[src/rtl/cln_pkg.sv]
// Shared types, codes and constant tables for the character display sequencer.
// No dependencies; every other source file depends on this package.
`timescale 1ns / 1ps

package cln_pkg;

    // Opcodes of an input transaction
    localparam logic [2:0] OP_TICK    = 3'd0;
    localparam logic [2:0] OP_VWRITE  = 3'd1;
    localparam logic [2:0] OP_REFRESH = 3'd2;
    localparam logic [2:0] OP_CMD     = 3'd3;
    localparam logic [2:0] OP_INIT    = 3'd4;
    localparam logic [2:0] OP_DATA    = 3'd5;
    localparam logic [2:0] OP_CURSOR  = 3'd6;

    // Configuration register indexes
    localparam logic REG_STROBE = 1'b0;
    localparam logic REG_PAUSE  = 1'b1;

    localparam logic [7:0] CHAR_SPACE = 8'h20;
    localparam logic [3:0] INIT_NIBBLE = 4'h3;
    // Last step of the init schedule that strobes or waits
    localparam logic [3:0] INIT_LAST_WAIT_STEP = 4'd6;
    localparam logic [3:0] INIT_FIRST_CMD_STEP = 4'd7;
    localparam logic [3:0] INIT_LAST_CMD_STEP  = 4'd11;

    typedef enum logic [2:0] {
        PH_IDLE,
        PH_INIT_WAIT,
        PH_INIT_GAP,
        PH_INIT_HIGH,
        PH_ONE_GAP,
        PH_ONE_HIGH,
        PH_REF_GAP,
        PH_REF_HIGH
    } t_phase;

    typedef struct packed {
        logic [2:0] opcode;
        logic [5:0] video_address;
        logic [7:0] byte_value;
        logic [2:0] cursor_line;
        logic [4:0] cursor_column;
    } t_in_item;

    typedef struct packed {
        logic       register_select;
        logic       rw_pin;
        logic       enable_pin;
        logic [3:0] data_nibble;
        logic       busy_res;
        logic       accepted;
    } t_out_item;

    // Request from the sequencer to the video store
    typedef struct packed {
        logic       we;
        logic [5:0] waddr;
        logic [7:0] wdata;
        logic [6:0] raddr;
    } t_store_req;

    function automatic logic [7:0] line_base(input logic [1:0] line);
        logic [7:0] b;
        case (line)
            2'd0: b = 8'h80;
            2'd1: b = 8'hC0;
            2'd2: b = 8'h90;
            default: b = 8'hD0;
        endcase
        return b;
    endfunction

    function automatic logic [15:0] init_wait(input logic [1:0] idx);
        logic [15:0] w;
        case (idx)
            2'd0: w = 16'd400;
            2'd1: w = 16'd400;
            2'd2: w = 16'd200;
            default: w = 16'd100;
        endcase
        return w;
    endfunction

    function automatic logic [7:0] init_cmd(input logic [2:0] idx);
        logic [7:0] c;
        case (idx)
            3'd0: c = 8'h32;
            3'd1: c = 8'h28;
            3'd2: c = 8'h0C;
            3'd3: c = 8'h01;
            3'd4: c = 8'h06;
            default: c = 8'h00;
        endcase
        return c;
    endfunction

endpackage

[src/rtl/cln_in_if.sv]
// Input channel: valid/ready handshake carrying one request transaction.
// Depends on cln_pkg for the payload type.
`timescale 1ns / 1ps

interface cln_in_if;
    logic              valid;
    logic              ready;
    cln_pkg::t_in_item data;

    modport source (output valid, output data, input ready);
    modport sink   (input valid, input data, output ready);
endinterface

[src/rtl/cln_out_if.sv]
// Output channel: valid/ready handshake carrying one result transaction.
// Depends on cln_pkg for the payload type.
`timescale 1ns / 1ps

interface cln_out_if;
    logic               valid;
    logic               ready;
    cln_pkg::t_out_item data;

    modport source (output valid, output data, input ready);
    modport sink   (input valid, input data, output ready);
endinterface

[src/rtl/cln_video_store.sv]
// Video store: two-port synchronous RAM with per-entry valid bits and a
// write-to-read bypass. Depends on cln_pkg.
`timescale 1ns / 1ps

module cln_video_store #(
    parameter int VIDEO_BYTES = 60
) (
    input  logic                i_clk,
    input  logic                i_rst_n,
    input  cln_pkg::t_store_req i_req,
    output logic [7:0]          o_char
);
    import cln_pkg::*;

    localparam int AW = (VIDEO_BYTES > 1) ? $clog2(VIDEO_BYTES) : 1;

    logic [7:0]             r_mem [VIDEO_BYTES];
    logic [VIDEO_BYTES-1:0] r_vld;
    logic [7:0]             r_q;
    logic [7:0]             r_fwd_data;
    logic                   r_fwd;
    logic                   r_ok;
    logic                   r_vld_rd;

    logic [AW-1:0] rd_idx;
    logic [AW-1:0] wr_idx;
    logic          rd_ok;

    assign rd_idx = i_req.raddr[AW-1:0];
    assign wr_idx = i_req.waddr[AW-1:0];
    assign rd_ok  = (i_req.raddr < 7'(VIDEO_BYTES));

    // Write the requested entry, read the prefetch address
    always_ff @(posedge i_clk) begin
        if (i_req.we) begin
            r_mem[wr_idx] <= i_req.wdata;
        end
        r_q        <= r_mem[rd_idx];
        r_fwd_data <= i_req.wdata;
    end

    // Track written entries; unwritten ones read as a space
    always_ff @(posedge i_clk) begin
        if (!i_rst_n) begin
            r_vld    <= '0;
            r_fwd    <= 1'b0;
            r_ok     <= 1'b0;
            r_vld_rd <= 1'b0;
        end else begin
            if (i_req.we) begin
                r_vld[wr_idx] <= 1'b1;
            end
            r_fwd    <= i_req.we && (wr_idx == rd_idx);
            r_ok     <= rd_ok;
            r_vld_rd <= rd_ok ? r_vld[rd_idx] : 1'b0;
        end
    end

    // Bypass a write that hit the address read in the same cycle
    always_comb begin
        if (!r_ok) begin
            o_char = CHAR_SPACE;
        end else if (r_fwd) begin
            o_char = r_fwd_data;
        end else if (r_vld_rd) begin
            o_char = r_q;
        end else begin
            o_char = CHAR_SPACE;
        end
    end

endmodule

[src/rtl/cln_sequencer.sv]
// Pin sequencer: phase machine for init, single bytes and refresh, plus the
// configuration registers. Drives the video store. Depends on cln_pkg.
`timescale 1ns / 1ps

module cln_sequencer #(
    parameter int LINES       = 4,
    parameter int COLUMNS     = 15,
    parameter int VIDEO_BYTES = 60
) (
    input  logic                 i_clk,
    input  logic                 i_rst_n,
    input  logic                 i_accept,
    input  cln_pkg::t_in_item    i_item,
    input  logic                 i_cfg_we,
    input  logic                 i_cfg_idx,
    input  logic [15:0]          i_cfg_data,
    input  logic [7:0]           i_char,
    output cln_pkg::t_store_req  o_req,
    output cln_pkg::t_out_item   o_res
);
    import cln_pkg::*;

    t_phase      r_phase, n_phase;
    logic [3:0]  r_step, n_step;
    logic [15:0] r_wait, n_wait;
    logic [7:0]  r_cur, n_cur;
    logic        r_low, n_low;
    logic [1:0]  r_line, n_line;
    logic [3:0]  r_col, n_col;
    logic        r_rs, n_rs;
    logic        r_e, n_e;
    logic [3:0]  r_nib, n_nib;
    logic [7:0]  r_strobe;
    logic [15:0] r_pause;

    logic        acc;
    logic        run_init;
    logic        ref_next;
    logic        ref_send;
    logic        idle;
    logic [15:0] dec_wait;
    logic [15:0] strobe_load;
    logic [15:0] pause_load;
    logic [7:0]  ref_byte;
    logic [1:0]  p_line;
    logic [3:0]  p_col;
    logic [3:0]  p_step;
    logic [6:0]  p_ptr;

    assign idle        = (r_phase == PH_IDLE);
    assign dec_wait    = (r_wait != 16'd0) ? (r_wait - 16'd1) : 16'd0;
    assign strobe_load = (r_strobe != 8'd0) ? {8'd0, r_strobe} : 16'd1;
    assign pause_load  = (r_pause != 16'd0) ? r_pause : 16'd1;

    // Configuration writes
    always_ff @(posedge i_clk) begin
        if (!i_rst_n) begin
            r_strobe <= 8'd1;
            r_pause  <= 16'd2;
        end else if (i_cfg_we) begin
            if (i_cfg_idx == REG_STROBE) begin
                r_strobe <= i_cfg_data[7:0];
            end else begin
                r_pause <= i_cfg_data;
            end
        end
    end

    // Sequencer state
    always_ff @(posedge i_clk) begin
        if (!i_rst_n) begin
            r_phase <= PH_IDLE;
            r_step  <= 4'd0;
            r_wait  <= 16'd0;
            r_cur   <= 8'd0;
            r_low   <= 1'b0;
            r_line  <= 2'd0;
            r_col   <= 4'd0;
            r_rs    <= 1'b0;
            r_e     <= 1'b0;
            r_nib   <= 4'd0;
        end else if (i_accept) begin
            r_phase <= n_phase;
            r_step  <= n_step;
            r_wait  <= n_wait;
            r_cur   <= n_cur;
            r_low   <= n_low;
            r_line  <= n_line;
            r_col   <= n_col;
            r_rs    <= n_rs;
            r_e     <= n_e;
            r_nib   <= n_nib;
        end
    end

    // Next state for one transaction
    always_comb begin
        n_phase   = r_phase;
        n_step    = r_step;
        n_wait    = r_wait;
        n_cur     = r_cur;
        n_low     = r_low;
        n_line    = r_line;
        n_col     = r_col;
        n_rs      = r_rs;
        n_e       = r_e;
        n_nib     = r_nib;
        acc       = 1'b0;
        run_init  = 1'b0;
        ref_next  = 1'b0;
        ref_send  = 1'b0;
        ref_byte  = 8'd0;

        // Decode the request or advance one tick
        case (i_item.opcode)
            OP_TICK: begin
                case (r_phase)
                    PH_INIT_WAIT: begin
                        n_wait = dec_wait;
                        if (dec_wait == 16'd0) begin
                            n_step   = r_step + 4'd1;
                            run_init = 1'b1;
                        end
                    end
                    PH_INIT_GAP, PH_ONE_GAP, PH_REF_GAP: begin
                        n_e    = 1'b1;
                        n_wait = strobe_load;
                        case (r_phase)
                            PH_INIT_GAP: n_phase = PH_INIT_HIGH;
                            PH_ONE_GAP:  n_phase = PH_ONE_HIGH;
                            default:     n_phase = PH_REF_HIGH;
                        endcase
                    end
                    PH_INIT_HIGH, PH_ONE_HIGH, PH_REF_HIGH: begin
                        n_wait = dec_wait;
                        if (dec_wait == 16'd0) begin
                            n_e = 1'b0;
                            if (r_low) begin
                                // Put the low nibble out with E low
                                n_low = 1'b0;
                                n_nib = r_cur[3:0];
                                case (r_phase)
                                    PH_INIT_HIGH: n_phase = PH_INIT_GAP;
                                    PH_ONE_HIGH:  n_phase = PH_ONE_GAP;
                                    default:      n_phase = PH_REF_GAP;
                                endcase
                            end else if (r_phase == PH_INIT_HIGH) begin
                                if (r_step < INIT_FIRST_CMD_STEP) begin
                                    n_step   = r_step + 4'd1;
                                    run_init = 1'b1;
                                end else begin
                                    n_wait  = pause_load;
                                    n_phase = PH_INIT_WAIT;
                                end
                            end else if (r_phase == PH_REF_HIGH) begin
                                ref_next = 1'b1;
                            end else begin
                                n_phase = PH_IDLE;
                            end
                        end
                    end
                    default: n_phase = PH_IDLE;
                endcase
            end
            OP_VWRITE: begin
                acc = ({1'b0, i_item.video_address} < 7'(VIDEO_BYTES));
            end
            OP_REFRESH: begin
                if (idle) begin
                    n_line   = 2'd0;
                    n_col    = 4'd0;
                    n_step   = 4'd0;
                    ref_send = 1'b1;
                    acc      = 1'b1;
                end
            end
            OP_CMD, OP_DATA: begin
                if (idle) begin
                    n_rs    = (i_item.opcode == OP_DATA);
                    n_cur   = i_item.byte_value;
                    n_low   = 1'b1;
                    n_nib   = i_item.byte_value[7:4];
                    n_e     = 1'b0;
                    n_phase = PH_ONE_GAP;
                    acc     = 1'b1;
                end
            end
            OP_INIT: begin
                if (idle) begin
                    n_step   = 4'd0;
                    run_init = 1'b1;
                    acc      = 1'b1;
                end
            end
            OP_CURSOR: begin
                if (idle && !i_item.cursor_line[2] && !i_item.cursor_column[4]) begin
                    n_rs    = 1'b0;
                    n_cur   = line_base(i_item.cursor_line[1:0])
                              + {4'd0, i_item.cursor_column[3:0]};
                    n_low   = 1'b1;
                    n_nib   = n_cur[7:4];
                    n_e     = 1'b0;
                    n_phase = PH_ONE_GAP;
                    acc     = 1'b1;
                end
            end
            default: ;
        endcase

        // Run the init schedule step in n_step
        if (run_init) begin
            if (n_step <= INIT_LAST_WAIT_STEP) begin
                if (!n_step[0]) begin
                    n_e     = 1'b0;
                    n_wait  = init_wait(n_step[2:1]);
                    n_phase = PH_INIT_WAIT;
                end else begin
                    n_rs    = 1'b0;
                    n_low   = 1'b0;
                    n_nib   = INIT_NIBBLE;
                    n_e     = 1'b0;
                    n_phase = PH_INIT_GAP;
                end
            end else if (n_step <= INIT_LAST_CMD_STEP) begin
                n_rs    = 1'b0;
                n_cur   = init_cmd(3'(n_step - INIT_FIRST_CMD_STEP));
                n_low   = 1'b1;
                n_nib   = n_cur[7:4];
                n_e     = 1'b0;
                n_phase = PH_INIT_GAP;
            end else begin
                n_phase = PH_IDLE;
            end
        end

        // Advance the refresh position
        if (ref_next) begin
            if (r_step == 4'd0) begin
                n_step   = 4'd1;
                n_col    = 4'd0;
                ref_send = 1'b1;
            end else if ({1'b0, r_col} + 5'd1 < 5'(COLUMNS)) begin
                n_col    = r_col + 4'd1;
                ref_send = 1'b1;
            end else if ({1'b0, r_line} + 3'd1 < 3'(LINES)) begin
                n_line   = r_line + 2'd1;
                n_col    = 4'd0;
                n_step   = 4'd0;
                ref_send = 1'b1;
            end else begin
                n_phase = PH_IDLE;
            end
        end

        // Start a cursor byte or a prefetched character
        if (ref_send) begin
            if (n_step == 4'd0) begin
                n_rs     = 1'b0;
                ref_byte = line_base(n_line);
            end else begin
                n_rs     = 1'b1;
                ref_byte = i_char;
            end
            n_cur   = ref_byte;
            n_low   = 1'b1;
            n_nib   = ref_byte[7:4];
            n_e     = 1'b0;
            n_phase = PH_REF_GAP;
        end
    end

    // Prefetch address: the next character refresh will send
    always_comb begin
        p_line = i_accept ? n_line : r_line;
        p_col  = i_accept ? n_col  : r_col;
        p_step = i_accept ? n_step : r_step;
        p_ptr  = 7'(p_line) * 7'(COLUMNS)
                 + ((p_step == 4'd0) ? 7'd0 : (7'(p_col) + 7'd1));
    end

    assign o_req.we    = i_accept && (i_item.opcode == OP_VWRITE) && acc;
    assign o_req.waddr = i_item.video_address;
    assign o_req.wdata = i_item.byte_value;
    assign o_req.raddr = p_ptr;

    assign o_res.register_select = n_rs;
    assign o_res.rw_pin          = 1'b0;
    assign o_res.enable_pin      = n_e;
    assign o_res.data_nibble     = n_nib;
    assign o_res.busy_res        = (n_phase != PH_IDLE);
    assign o_res.accepted        = acc;

endmodule

[src/rtl/char_lcd_nibble_sequencer_core.sv]
// Output: the result of an accepted request is registered in the output register.
// Throughput: one transaction per cycle unless the output stalls; the sequencer handles
// a tick or request in one step; the store is read ahead at the next refresh position.
// Reset: synchronous, active low; control state and registers clear at once, the video
// store reads as spaces through per-entry valid bits, with no clearing pass.
// Depends on cln_pkg, cln_in_if, cln_out_if, cln_sequencer and cln_video_store.
`timescale 1ns / 1ps

module char_lcd_nibble_sequencer_core #(
    parameter int LINES       = 4,
    parameter int COLUMNS     = 15,
    parameter int VIDEO_BYTES = 60
) (
    input  logic           i_clk,
    input  logic           i_rst_n,
    cln_in_if.sink         i_in,
    cln_out_if.source      o_out,
    input  logic           i_cfg_we,
    input  logic           i_cfg_idx,
    input  logic [15:0]    i_cfg_data
);
    import cln_pkg::*;

    logic       in_accept;
    t_store_req store_req;
    t_out_item  seq_res;
    logic [7:0] store_char;
    logic       r_out_valid;
    t_out_item  r_out_data;

    assign i_in.ready = !r_out_valid || o_out.ready;
    assign in_accept  = i_in.valid && i_in.ready;

    cln_sequencer #(
        .LINES       (LINES),
        .COLUMNS     (COLUMNS),
        .VIDEO_BYTES (VIDEO_BYTES)
    ) u_seq (
        .i_clk      (i_clk),
        .i_rst_n    (i_rst_n),
        .i_accept   (in_accept),
        .i_item     (i_in.data),
        .i_cfg_we   (i_cfg_we),
        .i_cfg_idx  (i_cfg_idx),
        .i_cfg_data (i_cfg_data),
        .i_char     (store_char),
        .o_req      (store_req),
        .o_res      (seq_res)
    );

    cln_video_store #(
        .VIDEO_BYTES (VIDEO_BYTES)
    ) u_store (
        .i_clk   (i_clk),
        .i_rst_n (i_rst_n),
        .i_req   (store_req),
        .o_char  (store_char)
    );

    // Hold the result until the sink takes it
    always_ff @(posedge i_clk) begin
        if (!i_rst_n) begin
            r_out_valid <= 1'b0;
        end else if (in_accept) begin
            r_out_valid <= 1'b1;
        end else if (o_out.ready) begin
            r_out_valid <= 1'b0;
        end
    end

    always_ff @(posedge i_clk) begin
        if (in_accept) begin
            r_out_data <= seq_res;
        end
    end

    assign o_out.valid = r_out_valid;
    assign o_out.data  = r_out_data;

endmodule

[src/flat_wrapper.sv]
// flat-port wrapper written by rule: the top's interface ports become plain ports
module char_lcd_nibble_sequencer_core_flat import cln_pkg::*;
#(
    parameter int LINES       = 4,
    parameter int COLUMNS     = 15,
    parameter int VIDEO_BYTES = 60
)
  (i_clk, i_rst_n, i_cfg_we, i_cfg_idx, i_cfg_data, i_in_valid, i_in_data, i_in_ready, o_out_valid, o_out_data, o_out_ready);
  cln_in_if i_in_i ();
  cln_out_if o_out_i ();
  input  logic i_clk;
  input  logic i_rst_n;
  input  logic i_cfg_we;
  input  logic i_cfg_idx;
  input  logic [15:0] i_cfg_data;
  input wire logic [$bits(i_in_i.valid)-1:0] i_in_valid;
  input wire logic [$bits(i_in_i.data)-1:0] i_in_data;
  output wire logic [$bits(i_in_i.ready)-1:0] i_in_ready;
  output wire logic [$bits(o_out_i.valid)-1:0] o_out_valid;
  output wire logic [$bits(o_out_i.data)-1:0] o_out_data;
  input wire logic [$bits(o_out_i.ready)-1:0] o_out_ready;
  assign i_in_i.valid = i_in_valid;
  assign i_in_i.data = i_in_data;
  assign i_in_ready = i_in_i.ready;
  assign o_out_valid = o_out_i.valid;
  assign o_out_data = o_out_i.data;
  assign o_out_i.ready = o_out_ready;
  char_lcd_nibble_sequencer_core #(.LINES(LINES), .COLUMNS(COLUMNS), .VIDEO_BYTES(VIDEO_BYTES)) u_core (.i_clk(i_clk), .i_rst_n(i_rst_n), .i_in(i_in_i), .o_out(o_out_i), .i_cfg_we(i_cfg_we), .i_cfg_idx(i_cfg_idx), .i_cfg_data(i_cfg_data));
endmodule
[config.mk]
export PLATFORM = sky130hd
export DESIGN_NAME = char_lcd_nibble_sequencer_core_flat
export DESIGN_NICKNAME = d
export VERILOG_FILES = /design/src/rtl/cln_pkg.sv /design/src/rtl/cln_in_if.sv /design/src/rtl/cln_out_if.sv /design/src/rtl/cln_video_store.sv /design/src/rtl/cln_sequencer.sv /design/src/rtl/char_lcd_nibble_sequencer_core.sv /design/src/flat_wrapper.sv
export SDC_FILE = /design/constraint.sdc
export NUM_CORES = 1
export LEC_CHECK = 0
export BUFFER_PORTS_ARGS = -buffer_cell sky130_fd_sc_hd__buf_2
export CORE_ASPECT_RATIO = 0.7
export CORE_MARGIN = 3
export CORE_UTILIZATION = 62
export DETAILED_ROUTE_END_ITERATION = 8
export PLACE_DENSITY = 0.88
export SETUP_SLACK_MARGIN = 0.02
export SLEW_MARGIN = 20
export SYNTH_ARGS = -nofsm -noshare
export SYNTH_HDL_FRONTEND = slang
export SYNTH_SLANG_ARGS = --single-unit
[constraint.sdc]
create_clock -name i_clk -period 9.82 [get_ports i_clk]
set_input_delay 2.455 -clock i_clk [delete_from_list [all_inputs] [get_ports i_clk]]
set_output_delay 2.455 -clock i_clk [all_outputs]
set_load 0.01 [all_outputs]
==> out/metrics.csv <==
metric,value,unit
cp-end-kind,flip-flop,
synth_area,26810,um^2
layout_setup_ws,1827,ps
dieWidth,254.5,um
fill_cells,2533,
yosysWarnings,0,
layout.nets,1914,
die_height,180.0,um
ys_top_cells_by_count,"488 x edfxtp_1, 244 x nor2_1, 170 x mux4_2, 144 x dfxtp_1, 131 x nand2_1",
met3_length,11510,um
finalWirelength,73880,um
crit_required,10300,ps
synth_top_area_share,54.66,%
tritoncts,done,
drv_slew,0,
via_per_inst,7.162,
syn_nets,1880,
vias,17554,
start_kind,flip-flop,
worstSkewPairLatency,610,ps
p_leak,9.765,nW
cts_resized,0,
setup_viol,0,
fin_util,69.93,%
coreArea,42490,um^2
worstPathArrival,8470,ps
crit_chain,nor4_2 > nand2_1 > or3_1 > o21ai_1 > and3_1 > and3_1 > nor2_1 > a22oi_1 > nand4_1 > nand2_1 > fa_1 > inv_1 > ha_4 > inv_1 > fa_2 > xor2_4 > buf_4 > mux4_2 > mux2_2 > o211a_1,
drive_gt1_share,20.93,%
maxCapViolCount,0,
drt_iter0_drc,3323,
vdd_drop_max,0.1817,mV
drt_first_pass_iters,7,
path_clk_slew,70,ps
ys_seq_area_share,65.41,%
min_period,7993,ps
rsz0062_at_grt,no,
cts-buffers-inserted,55,
synthTopCellsByArea,"edfxtp_1 55%, mux4_2 14%, dfxtp_1 11%",
root_buffer,clkbuf_16,
fin_tns_setup,0,ps
synth_enable_flop_cells,488,
ant_nets,0,
fin_hold_ws,473.3,ps
ys_types,83,
async_flop_share,0,%
synthCells,1816,
cts.sinks,632,
cts-hold-fix-buffers,0,
cp_max_fo,47,
io_buffers,56,
start_util,63.10,%
drcViolationCount,0,
grt_max_degree,78,
top_layer,met5,
cts_buffer_depth,3,
hold_violations,0,
slowest_stage,nor4_2,
max_slew_margin,17.35,%
grt_pass1_vias,16583,
pwr_density_cell,193.2,nW/um^2
num_rows,63,
hold_path.class,flip-flop to flip-flop,
antenna_found_initial,5,
post-route-period-util,81.40,%
synthFlopType,edfxtp_1,
wl_met2,32070,um
ys_ff_latch,632,
path_class,flip-flop to flip-flop,
grt_usage,32.56,%
overflow,0,
clock_skew,31.58,ps
outcome,"finished, final reports clean",
ioPinCount,58,
cts_setup_buffers,0,
gp_congestion,0.9625,
area_delta_synth_final,10.82,%
grt_pass1_wl,109900,um
synth_largest_area_cell,edfxtp_1,
wl_per_cell,30.14,um
synth_area_per_cell,14.76,um^2
dpl.hpwl,47280,um
die_area,45810,um^2
wl_met1,27770,um
htreeDepth,2,
dp_slack,1661,ps
crit_path_max_incr_delay,1030,ps
timing.fmax,125.1,MHz
synth_most_common_cell,edfxtp_1,
worst_pin_slew,1235,ps
==> placed cells by master, fill, tap and decap left out, drive strengths merged, types with 7 or more instances in the layout <==
master / instances
edfxtp: 488
nor2: 244
mux4: 170
dfxtp: 144
nand2: 131
buf: 94
clkbuf: 79
a21oi: 68
o21ai: 50
nor3: 31
nand3: 27
a31oi: 23
inv: 23
nor4: 21
clkinv: 16
nand4: 15
xnor2: 15
a22oi: 15
and3: 14
ha: 13
o211ai: 12
or3: 11
nor2b: 11
and2: 10
nand2b: 9
xor2: 9
or2: 7
a21o: 7
o31ai: 7
bufinv: 7
==> worst max-delay path: cells and delay by family, from the launching register on <==
family	cells	cell delay, ps
simple gates	8	3530
mux	2	910
flops	1	410
xor+xnor	1	140
buf+inv	3	780
fa+ha+maj	3	960
compound gates	3	1080
==> power breakdown <==
part	internal (mW)	switching, mW
sequential	2.89	0.0230
combinational	0.187	0.297
clock	1.34	1.00
total	4.42	1.32
==> final cells by class <==
class / count / area (um^2) / share of cell area (%)
well taps: 552 / 690.7 / 2.325
inverters: 24 / 91.34 / 0.3074
clock inverters: 25 / 326.6 / 1.099
multi-input cells: 1043 / 8810 / 29.65
diodes: 2 / 5.005 / 0.01685
repair buffers: 94 / 628.1 / 2.114
flip-flops and latches: 632 / 17540 / 59.03
clock buffers: 79 / 1622 / 5.458
==> per-layer routing <==
| layer | up-vias | GRT usage, % |
|---|---|---|
| met1 | 8709 | 49.53 |
| met3 | 217 | 10.31 |
| met4 | 4 | 9.547 |
| met2 | 1495 | 45.80 |
| li1 | 7129 | - |
| met5 | - | 0 |
==> kinds of logic (layout without fill, tap and decap cells) <==
| logic type | Yosys count | in the layout | share of synthesized area, % |
|---|---|---|---|
| flops | 632 | 632 | 65.41 |
| simple gates | 561 | 561 | 9.600 |
| buf+inv | 141 | 222 | 2.063 |
| other cells | 1 | 3 | 0.01399 |
| fa+ha+maj | 18 | 18 | 0.9428 |
| mux | 181 | 181 | 14.73 |
| xor+xnor | 24 | 24 | 0.7841 |
| compound gates | 258 | 258 | 6.455 |
==> metrics by stage <==
step                cells  area [um^2]  power (mW)
floorplan            1816        26810       3.272
global placement     2345        27730       3.430
detailed placement   2345        27730       3.440
CTS                  2449        29680       5.724
global route         2449        29700       5.861
finish               2451        29710       5.741
==> flip-flops by register name, indices dropped and copies added (netlist names), 3 cells and up <==
register and flops:
u_core.o_out.data 8, u_core.u_seq.r_col 4, u_core.u_seq.r_cur 4, u_core.u_seq.r_nib 4, u_core.u_seq.r_pause 16, u_core.u_seq.r_phase 3
u_core.u_seq.r_step 4, u_core.u_seq.r_strobe 8, u_core.u_seq.r_wait 16, u_core.u_store.r_fwd_data 8, u_core.u_store.r_mem 480, u_core.u_store.r_q 8
u_core.u_store.r_vld 60
==> path summary, 6_finish.rpt <==
check	start	slack [ps]	cells after the start	endpoint
worst min-delay path	u_core.u_store.r_vld[58]$_SDFFE_PN0P_	470	2	u_core.u_store.r_vld[58]$_SDFFE_PN0P_
worst max-delay path	u_core.u_seq.r_wait[4]$_SDFFE_PN0P_	1830	20	u_core.u_store.r_vld_rd$_SDFF_PN0_
worst max register to register	u_core.u_seq.r_wait[4]$_SDFFE_PN0P_	1830	20	u_core.u_store.r_vld_rd$_SDFF_PN0_
worst min register to register	u_core.u_store.r_vld[58]$_SDFFE_PN0P_	470	2	u_core.u_store.r_vld[58]$_SDFFE_PN0P_
No activity file was read; power rests on OpenSTA's default activity.
